$ cat config.mk
export PLATFORM = sky130hd
export DESIGN_NAME = deadline_timer_queue
export DESIGN_NICKNAME = d
export VERILOG_FILES = /design/src/rtl/dtq_pkg.sv /design/src/rtl/deadline_timer_queue.sv /design/src/rtl/dtq_slot_ram.sv /design/src/rtl/dtq_age_unit.sv
export SDC_FILE = /design/constraint.sdc
export NUM_CORES = 1
export LEC_CHECK = 0
export ABC_AREA = 1
export CAP_MARGIN = 20
export CORE_MARGIN = 1
export CORE_UTILIZATION = 61
export CTS_CLUSTER_SIZE = 30
export DETAILED_ROUTE_END_ITERATION = 6
export DONT_BUFFER_PORTS = 1
export GPL_ROUTABILITY_DRIVEN = 0
export PLACE_DENSITY = 0.77
export SLEW_MARGIN = 20
export SYNTH_ARGS = -nofsm -noshare
export SYNTH_HDL_FRONTEND = slang
export SYNTH_SLANG_ARGS = --single-unit
$ cat constraint.sdc
create_clock -name clk_i -period 7.2 [get_ports clk_i]
set_input_delay 1.44 -clock clk_i [delete_from_list [all_inputs] [get_ports clk_i]]
set_output_delay 1.44 -clock clk_i [all_outputs]
set_load 0.01 [all_outputs]
$ cat src/rtl/dtq_pkg.sv
// shared types and constants of the deadline timer queue
`default_nettype none

package dtq_pkg;

  localparam int unsigned DELAY_W     = 24;
  localparam int unsigned TAG_W       = 8;
  localparam int unsigned MAX_RESULTS = 16;
  localparam int unsigned CNT_W       = $clog2(MAX_RESULTS + 1);

  // request mode codes
  localparam logic MODE_ADD  = 1'b0;
  localparam logic MODE_TICK = 1'b1;

  // result kind codes
  localparam logic KIND_EXPIRED = 1'b0;
  localparam logic KIND_REJECT  = 1'b1;

  typedef struct packed {
    logic               mode;
    logic [DELAY_W-1:0] delay;
    logic [TAG_W-1:0]   tag;
  } in_t;

  typedef struct packed {
    logic             kind;
    logic [TAG_W-1:0] tag_res;
    logic             last;
  } out_t;

  // status from the shared age compare unit
  typedef struct packed {
    logic due;
    logic better;
  } cmp_t;

endpackage

`default_nettype wire

$ cat src/rtl/deadline_timer_queue.sv
// deadline timer queue top level: sequencer, slot flags and output register
`default_nettype none

// Usage
// - request channel in_valid_i/in_ready_o/in_data_i: mode add stores a timer at
//   now + delay in the lowest free slot, mode tick advances now by one and fires
//   every due timer, earliest first, ties to the lowest slot
// - result channel out_valid_o/out_ready_i/out_data_o: kind expired carries the
//   fired tag, kind reject carries the tag of an add that found no free slot;
//   last marks the final result of one request
// - one request at a time: in_ready_o is high only when the sequencer is idle
// - add: the find step walks the slots from slot 0 up to the lowest free one; a
//   full queue walks all CAPACITY slots and then gives one reject result
// - tick: each selection round walks all slots through the one compare unit,
//   then a drain step for the registered memory read and an evaluation step;
//   k < 16 due timers take k + 1 rounds plus emission; at most 16 fire per tick
// - a result waits in the output register; a stalled receiver holds the
//   sequencer in its emit step, nothing is dropped
// - reset clears now, all slot-used flags and any pending result; the slot
//   memory needs no clearing pass
module deadline_timer_queue #(
  parameter int unsigned CAPACITY  = 16,
  parameter int unsigned TIME_BITS = 32
) (
  input  wire logic           clk_i,
  input  wire logic           rst_ni,
  input  wire logic           in_valid_i,
  output logic                in_ready_o,
  input  wire dtq_pkg::in_t   in_data_i,
  output logic                out_valid_o,
  input  wire logic           out_ready_i,
  output dtq_pkg::out_t       out_data_o
);

  localparam int unsigned IDX_W   = (CAPACITY > 1) ? $clog2(CAPACITY) : 1;
  localparam int unsigned ENTRY_W = TIME_BITS + dtq_pkg::TAG_W;
  localparam logic [IDX_W-1:0] LAST_IDX = IDX_W'(CAPACITY - 1);
  localparam logic [dtq_pkg::CNT_W-1:0] MAX_CNT = dtq_pkg::CNT_W'(dtq_pkg::MAX_RESULTS);

  typedef enum logic [2:0] {
    ST_IDLE,
    ST_FIND,
    ST_SCAN,
    ST_DRAIN,
    ST_EVAL,
    ST_EMIT
  } state_e;

  state_e                       state_q;
  logic [TIME_BITS-1:0]         now_q;
  logic [CAPACITY-1:0]          used_q;
  logic [IDX_W-1:0]             idx_q;

  // add request hold
  logic [TIME_BITS-1:0]         dl_q;
  logic [dtq_pkg::TAG_W-1:0]    req_tag_q;

  // compare stage behind the memory read
  logic                         chk_vld_q;
  logic [IDX_W-1:0]             chk_idx_q;

  // best candidate of the current round
  logic                         best_vld_q;
  logic [IDX_W-1:0]             best_idx_q;
  logic [TIME_BITS-1:0]         best_age_q;
  logic [dtq_pkg::TAG_W-1:0]    best_tag_q;

  // result held back until we know whether another one follows
  logic                         pend_vld_q;
  logic [dtq_pkg::TAG_W-1:0]    pend_tag_q;
  logic                         kind_sel_q;
  logic                         last_sel_q;
  logic [dtq_pkg::CNT_W-1:0]    cnt_q;

  logic                         out_valid_q;
  dtq_pkg::out_t                out_q;

  logic                         ram_we;
  logic [ENTRY_W-1:0]           ram_rdata;
  logic [TIME_BITS-1:0]         rd_deadline;
  logic [dtq_pkg::TAG_W-1:0]    rd_tag;
  logic [TIME_BITS-1:0]         age;
  dtq_pkg::cmp_t                cmp;
  logic                         out_free;
  logic                         in_fire;

  assign in_ready_o  = (state_q == ST_IDLE);
  assign in_fire     = in_valid_i & in_ready_o;
  assign out_valid_o = out_valid_q;
  assign out_data_o  = out_q;
  assign out_free    = ~out_valid_q | out_ready_i;

  assign ram_we      = (state_q == ST_FIND) & ~used_q[idx_q];
  assign rd_deadline = ram_rdata[ENTRY_W-1:dtq_pkg::TAG_W];
  assign rd_tag      = ram_rdata[dtq_pkg::TAG_W-1:0];

  dtq_slot_ram #(
    .DEPTH  (CAPACITY),
    .WIDTH  (ENTRY_W),
    .ADDR_W (IDX_W)
  ) u_ram (
    .clk_i   (clk_i),
    .we_i    (ram_we),
    .waddr_i (idx_q),
    .wdata_i ({dl_q, req_tag_q}),
    .raddr_i (idx_q),
    .rdata_o (ram_rdata)
  );

  dtq_age_unit #(
    .TIME_BITS (TIME_BITS)
  ) u_age (
    .now_i      (now_q),
    .deadline_i (rd_deadline),
    .best_vld_i (best_vld_q),
    .best_age_i (best_age_q),
    .age_o      (age),
    .cmp_o      (cmp)
  );

  always_ff @(posedge clk_i or negedge rst_ni) begin
    if (!rst_ni) begin
      state_q     <= ST_IDLE;
      now_q       <= '0;
      used_q      <= '0;
      idx_q       <= '0;
      chk_vld_q   <= 1'b0;
      best_vld_q  <= 1'b0;
      pend_vld_q  <= 1'b0;
      cnt_q       <= '0;
      out_valid_q <= 1'b0;
      kind_sel_q  <= dtq_pkg::KIND_EXPIRED;
      last_sel_q  <= 1'b0;
    end else begin
      // output register drains independently of the sequencer; the emit step
      // reloads it itself
      if (out_ready_i && (state_q != ST_EMIT)) begin
        out_valid_q <= 1'b0;
      end

      // compare stage: one slot per cycle through the shared unit
      chk_vld_q <= (state_q == ST_SCAN);
      chk_idx_q <= idx_q;
      if (chk_vld_q && used_q[chk_idx_q] && cmp.due && cmp.better) begin
        best_vld_q <= 1'b1;
        best_idx_q <= chk_idx_q;
        best_age_q <= age;
        best_tag_q <= rd_tag;
      end

      case (state_q)
        ST_IDLE: begin
          if (in_fire) begin
            idx_q      <= '0;
            cnt_q      <= '0;
            best_vld_q <= 1'b0;
            if (in_data_i.mode == dtq_pkg::MODE_TICK) begin
              now_q      <= now_q + TIME_BITS'(1);
              kind_sel_q <= dtq_pkg::KIND_EXPIRED;
              state_q    <= ST_SCAN;
            end else begin
              dl_q      <= now_q + TIME_BITS'(in_data_i.delay);
              req_tag_q <= in_data_i.tag;
              state_q   <= ST_FIND;
            end
          end
        end

        ST_FIND: begin
          if (!used_q[idx_q]) begin
            used_q[idx_q] <= 1'b1;
            state_q       <= ST_IDLE;
          end else if (idx_q == LAST_IDX) begin
            // queue full
            pend_tag_q <= req_tag_q;
            pend_vld_q <= 1'b1;
            kind_sel_q <= dtq_pkg::KIND_REJECT;
            last_sel_q <= 1'b1;
            state_q    <= ST_EMIT;
          end else begin
            idx_q <= idx_q + IDX_W'(1);
          end
        end

        ST_SCAN: begin
          if (idx_q == LAST_IDX) begin
            state_q <= ST_DRAIN;
          end else begin
            idx_q <= idx_q + IDX_W'(1);
          end
        end

        ST_DRAIN: begin
          state_q <= ST_EVAL;
        end

        ST_EVAL: begin
          if (best_vld_q) begin
            used_q[best_idx_q] <= 1'b0;
            cnt_q              <= cnt_q + dtq_pkg::CNT_W'(1);
            if (pend_vld_q) begin
              last_sel_q <= 1'b0;
              state_q    <= ST_EMIT;
            end else begin
              pend_tag_q <= best_tag_q;
              pend_vld_q <= 1'b1;
              if (cnt_q + dtq_pkg::CNT_W'(1) == MAX_CNT) begin
                last_sel_q <= 1'b1;
                state_q    <= ST_EMIT;
              end else begin
                idx_q      <= '0;
                best_vld_q <= 1'b0;
                state_q    <= ST_SCAN;
              end
            end
          end else if (pend_vld_q) begin
            last_sel_q <= 1'b1;
            state_q    <= ST_EMIT;
          end else begin
            state_q <= ST_IDLE;
          end
        end

        ST_EMIT: begin
          if (out_free) begin
            out_valid_q    <= 1'b1;
            out_q.kind     <= kind_sel_q;
            out_q.tag_res  <= pend_tag_q;
            out_q.last     <= last_sel_q;
            if (last_sel_q) begin
              pend_vld_q <= 1'b0;
              state_q    <= ST_IDLE;
            end else begin
              // the round's winner becomes the held result
              pend_tag_q <= best_tag_q;
              pend_vld_q <= 1'b1;
              if (cnt_q == MAX_CNT) begin
                last_sel_q <= 1'b1;
              end else begin
                idx_q      <= '0;
                best_vld_q <= 1'b0;
                state_q    <= ST_SCAN;
              end
            end
          end
        end

        default: begin
          state_q <= ST_IDLE;
        end
      endcase
    end
  end

`ifndef SYNTHESIS
  a_idle_no_pending: assert property (@(posedge clk_i) disable iff (!rst_ni)
    in_ready_o |-> !pend_vld_q)
    else $error("pending result while idle");

  a_reject_is_last: assert property (@(posedge clk_i) disable iff (!rst_ni)
    (out_valid_o && out_data_o.kind == dtq_pkg::KIND_REJECT) |-> out_data_o.last)
    else $error("reject result not marked last");

  a_count_bound: assert property (@(posedge clk_i) disable iff (!rst_ni)
    cnt_q <= MAX_CNT)
    else $error("firing count beyond limit");

  a_winner_used: assert property (@(posedge clk_i) disable iff (!rst_ni)
    (state_q == ST_EVAL && best_vld_q) |-> used_q[best_idx_q])
    else $error("selected timer slot is not in use");

  a_fired_slot_freed: assert property (@(posedge clk_i) disable iff (!rst_ni)
    (state_q == ST_EVAL && best_vld_q) |=> !used_q[best_idx_q])
    else $error("fired slot not released");
`endif

endmodule

`default_nettype wire

$ cat src/rtl/dtq_slot_ram.sv
// timer slot memory: one write port, one registered read port
`default_nettype none

module dtq_slot_ram #(
  parameter int unsigned DEPTH  = 16,
  parameter int unsigned WIDTH  = 40,
  parameter int unsigned ADDR_W = 4
) (
  input  wire logic              clk_i,
  input  wire logic              we_i,
  input  wire logic [ADDR_W-1:0] waddr_i,
  input  wire logic [WIDTH-1:0]  wdata_i,
  input  wire logic [ADDR_W-1:0] raddr_i,
  output logic      [WIDTH-1:0]  rdata_o
);

  logic [WIDTH-1:0] mem_q [DEPTH];

  always_ff @(posedge clk_i) begin
    if (we_i) begin
      mem_q[waddr_i] <= wdata_i;
    end
    rdata_o <= mem_q[raddr_i];
  end

endmodule

`default_nettype wire

$ cat src/rtl/dtq_age_unit.sv
// shared wrapping age subtract and compare unit
`default_nettype none

module dtq_age_unit #(
  parameter int unsigned TIME_BITS = 32
) (
  input  wire logic [TIME_BITS-1:0] now_i,
  input  wire logic [TIME_BITS-1:0] deadline_i,
  input  wire logic                 best_vld_i,
  input  wire logic [TIME_BITS-1:0] best_age_i,
  output logic      [TIME_BITS-1:0] age_o,
  output dtq_pkg::cmp_t             cmp_o
);

  // age below half the clock range means the deadline has been reached
  assign age_o       = now_i - deadline_i;
  assign cmp_o.due    = ~age_o[TIME_BITS-1];
  assign cmp_o.better = ~best_vld_i | (age_o > best_age_i);

endmodule

`default_nettype wire
==> flow_summary_export.csv <==
group,metric,value,unit
outcome,status,"finished, final reports clean",
die,start_util,0.617,
yosys,synth-main-ff-cell,"edfxtp_1",
final_layout,nets,3490,
timing,finClkSkew,0.0181,ns
routing,drt-total-wl,95.1,mm
grt,grt_util_all_layers,0.306,
yosys,syn_avg_cell_area,11.0,µm²
final_layout,syn2layout_area_growth,9.58,%
setup_path,cp.required,7.48,ns
yosys,syn_area,0.0372,mm²
power_and_ir_drop,p_sw,4.57,mW
timing,min_period,4.59,ns
yosys,synthCells,3373,
grt,overflow,0,
routing,route.detailed.drc,0,
yosys,yosysWarnings,0,
final_layout,layout.cells.most_common,"edfxtp_1",
yosys,yosysUniqueCellTypes,45,
power_and_ir_drop,p_per_area,339,mW/mm²
die,ios,49,
setup_path,crit_family,"simple AND/OR/NAND/NOR gates",
routing,wire_per_inst,22.6,µm
yosys,synth_edf_count,746,
setup_path,reg2regPathDepth,24,
setup_path,worstPathMaxFanout,29,
timing,max_freq,0.218,GHz
clock_tree,cts_setup_buffers,0,
clock_tree,cts_tree,"done",
setup_path,cp_common_cell,"nand2_1",
timing,finalSetupTns,0,ns
setup_path,crit_chain,"inv_1 -> ha_1 -> inv_1 -> fa_1 -> nand3_1 -> nand2_1 -> a21oi_1 -> o21ai_0 -> nand3_1 -> nand2_1 -> nand2_1 -> nand2_1 -> ha_1 -> nand2_1 -> nor2_1 -> nand4_1 -> nor2_1 -> nand2_1 -> nand2_1 -> nand2_1 -> nand2_1 -> nand2_1 -> nor2_4 -> buf_4",
clock_tree,clk_pin_slew,0.06,ns
yosys,yosysSeqAreaShare,0.667,
routing,firstDrtPassIters,7,
worst_hold_path,hp-start,"u_ram.rdata_o[1]$_DFF_P_",
power_and_ir_drop,leakagePower,15.1,nW
setup_path,startpoint,"now_q[0]$_DFFE_PN0P_",
timing,worst_pin_slew,1.15,ns
setup_path,end_kind,"register",
die,die_y,249,µm
yosys,async_flop_share,0.0775,
setup_path,max_stage_delay,0.50,ns
timing,setup_ws,2.61,ns
power_and_ir_drop,internal_power,9.25,mW
grt,grt_pass1_vias,25310,
timing,final_max_slew_viol_count,0,
power_and_ir_drop,fin_total_pwr,13.8,mW
final_layout,drive_gt1_frac,0.0625,
power_and_ir_drop,ir_worst_vdd,0.000269,V
routing,viasPerCell,6.25,
worst_hold_path,hold_path_class,"register to register",
place,portBuffers,0,
die,die_w,249,µm
place,dp_hpwl,56.0,mm
setup_path,start_kind,"register",
setup_path,cp_num_cells,24,
power_and_ir_drop,sw_frac_of_total,0.331,
timing,hold_viol,0,
routing,ant_nets,0,
yosys,ys_ff_latch,852,
setup_path,timing.rr.start,"now_q[0]$_DFFE_PN0P_",
routing,drt_iter0_markers,3054,
final_layout,fin_util,0.676,
grt,grt_antenna_before_repair,2,
place,place_ws,2.61,ns
final_layout,final_cell_mix,"edfxtp_1 (746), nand2_1 (577), nor2_1 (457), o21ai_0 (400), inv_1 (236)",
grt,grt_pass1_wl,145,mm
clock_tree,h-tree-depth,3,
clock_tree,cts-resized-gates,0,
die,core,0.0604,mm²
job,maxCapViolations,0,
die,fp-row-count,90,
clock_tree,hold_buffers,0,
routing,num_vias,26333,
clock_tree,clockBufferDepth,3,
timing,slew_headroom,0.237,
timing,min_period_over_period,0.637,
power_and_ir_drop,comb_power_share,0.249,
clock_tree,clkSinkCount,852,
power_and_ir_drop,seq_power_share,0.440,
yosys,synth_fp_nets,3506,
grt,grt_max_degree,228,
die,die_area,0.0621,mm²
clock_tree,cts-root-buf,"clkbuf_16",
clock_tree,cts_made_buffers,85,
setup_path,cp.arrival,4.86,ns
power_and_ir_drop,clock_power_share,0.311,
worst_hold_path,holdPathStages,0,
clock_tree,clock_latency,0.64,ns
setup_path,path_class,"register to register",
timing,rsz0062_at_grt,"false",
timing,setup_violations,0,
setup_path,path_buf_inv,3,
setup_path,crit_path_top_delay_cell,"buf_4",
==> cells in the mapped netlist, drive strengths merged (14+ instances only) <==
cell type / count / area [µm²]
o22ai: 162 / 1010
clkbuf: 109 / 409
xor2: 58 / 508
nand4: 58 / 369
edfxtp: 746 / 22400
dfrtp: 66 / 1650
o21ai: 425 / 2130
nor3: 39 / 218
dfxtp: 40 / 801
a21oi: 85 / 425
nand3: 88 / 463
buf: 28 / 131
nand2: 584 / 2210
o211ai: 14 / 105
xnor2: 22 / 193
ha: 94 / 1180
inv: 244 / 916
nor2: 467 / 1780
==> flip-flops by register name, summed over array words and instances, names as in the netlist, 4 cells and up <==
register / cells
used_q: 16
u_ram.rdata_o: 40
best_idx_q: 4
chk_idx_q: 4
best_age_q: 32
out_data_o: 10
pend_tag_q: 8
best_tag_q: 8
dl_q: 32
u_ram.mem_q: 640
req_tag_q: 8
cnt_q: 5
idx_q: 4
now_q: 32
==> per-stage QoR <==
stage | std cells | hold slack [ns] | instance area (µm²)
after global placement | 4052 | 0.389 | 38100
final | 4210 | 0.404 | 40800
after CTS | 4208 | 0.402 | 40800
after floorplan | 3373 | 0.386 | 37200
after detailed placement | 4052 | 0.389 | 38100
after global routing | 4208 | 0.406 | 40800
==> layout make-up <==
cell class | count | area, µm²
Sequential cell | 852 | 24900
Fill cell | 4237 | 19500
Multi-Input combinational cell | 2140 | 11100
Clock buffer | 112 | 2360
Tap cell | 782 | 978
Inverter | 244 | 926
Clock inverter | 44 | 349
Timing Repair Buffer | 34 | 268
Antenna cell | 2 | 5.00
==> worst paths after layout <==
kind                                            to  slack (ns)
hold / removal             best_tag_q[1]$_DFFE_PP_        0.40
setup / recovery           best_tag_q[4]$_DFFE_PP_        2.61
max in group asynchronous    now_q[30]$_DFFE_PN0P_        6.51
min in group asynchronous    out_valid_o$_DFF_PN0_        0.50
setup reg to reg           best_tag_q[4]$_DFFE_PP_        2.61
hold reg to reg            best_tag_q[1]$_DFFE_PP_        0.40
==> kinds of logic after synthesis <==
| family | synth area share |
|---|---|
| simple gates | 0.138 |
| flops | 0.667 |
| compound gates | 0.105 |
| buf+inv | 0.0391 |
| fa+ha+maj | 0.0327 |
| xor+xnor | 0.0188 |
==> power by group through the flow <==
| stage | logic (mW) | registers (mW) | clock network (mW) |
|---|---|---|---|
| after floorplan | 2.42 | 6.03 | 0 |
| after global placement | 3.23 | 6.16 | 0 |
| after detailed placement | 3.36 | 6.18 | 0 |
| after CTS | 3.39 | 6.08 | 4.33 |
| after global routing | 3.79 | 6.11 | 4.51 |
| final | 3.44 | 6.08 | 4.30 |
==> worst reg2reg max path, delay by kind of cell, from the launching register on <==
kind	cells	cell delay, ns
compound gates	2	0.51
simple gates	16	1.73
fa+ha+maj	3	0.84
buf+inv	3	0.71
flops	1	0.41
==> per-layer routing <==
layer | wire, µm | track usage | vias to the layer above
met5 | 0 | 0 | -
met2 | 45100 | 0.493 | 1522
met1 | 36800 | 0.411 | 12697
li1 | - | - | 11860
met3 | 9070 | 0.0521 | 254
met4 | 4180 | 0.137 | 0
No activity file was read; power rests on OpenSTA's default activity.
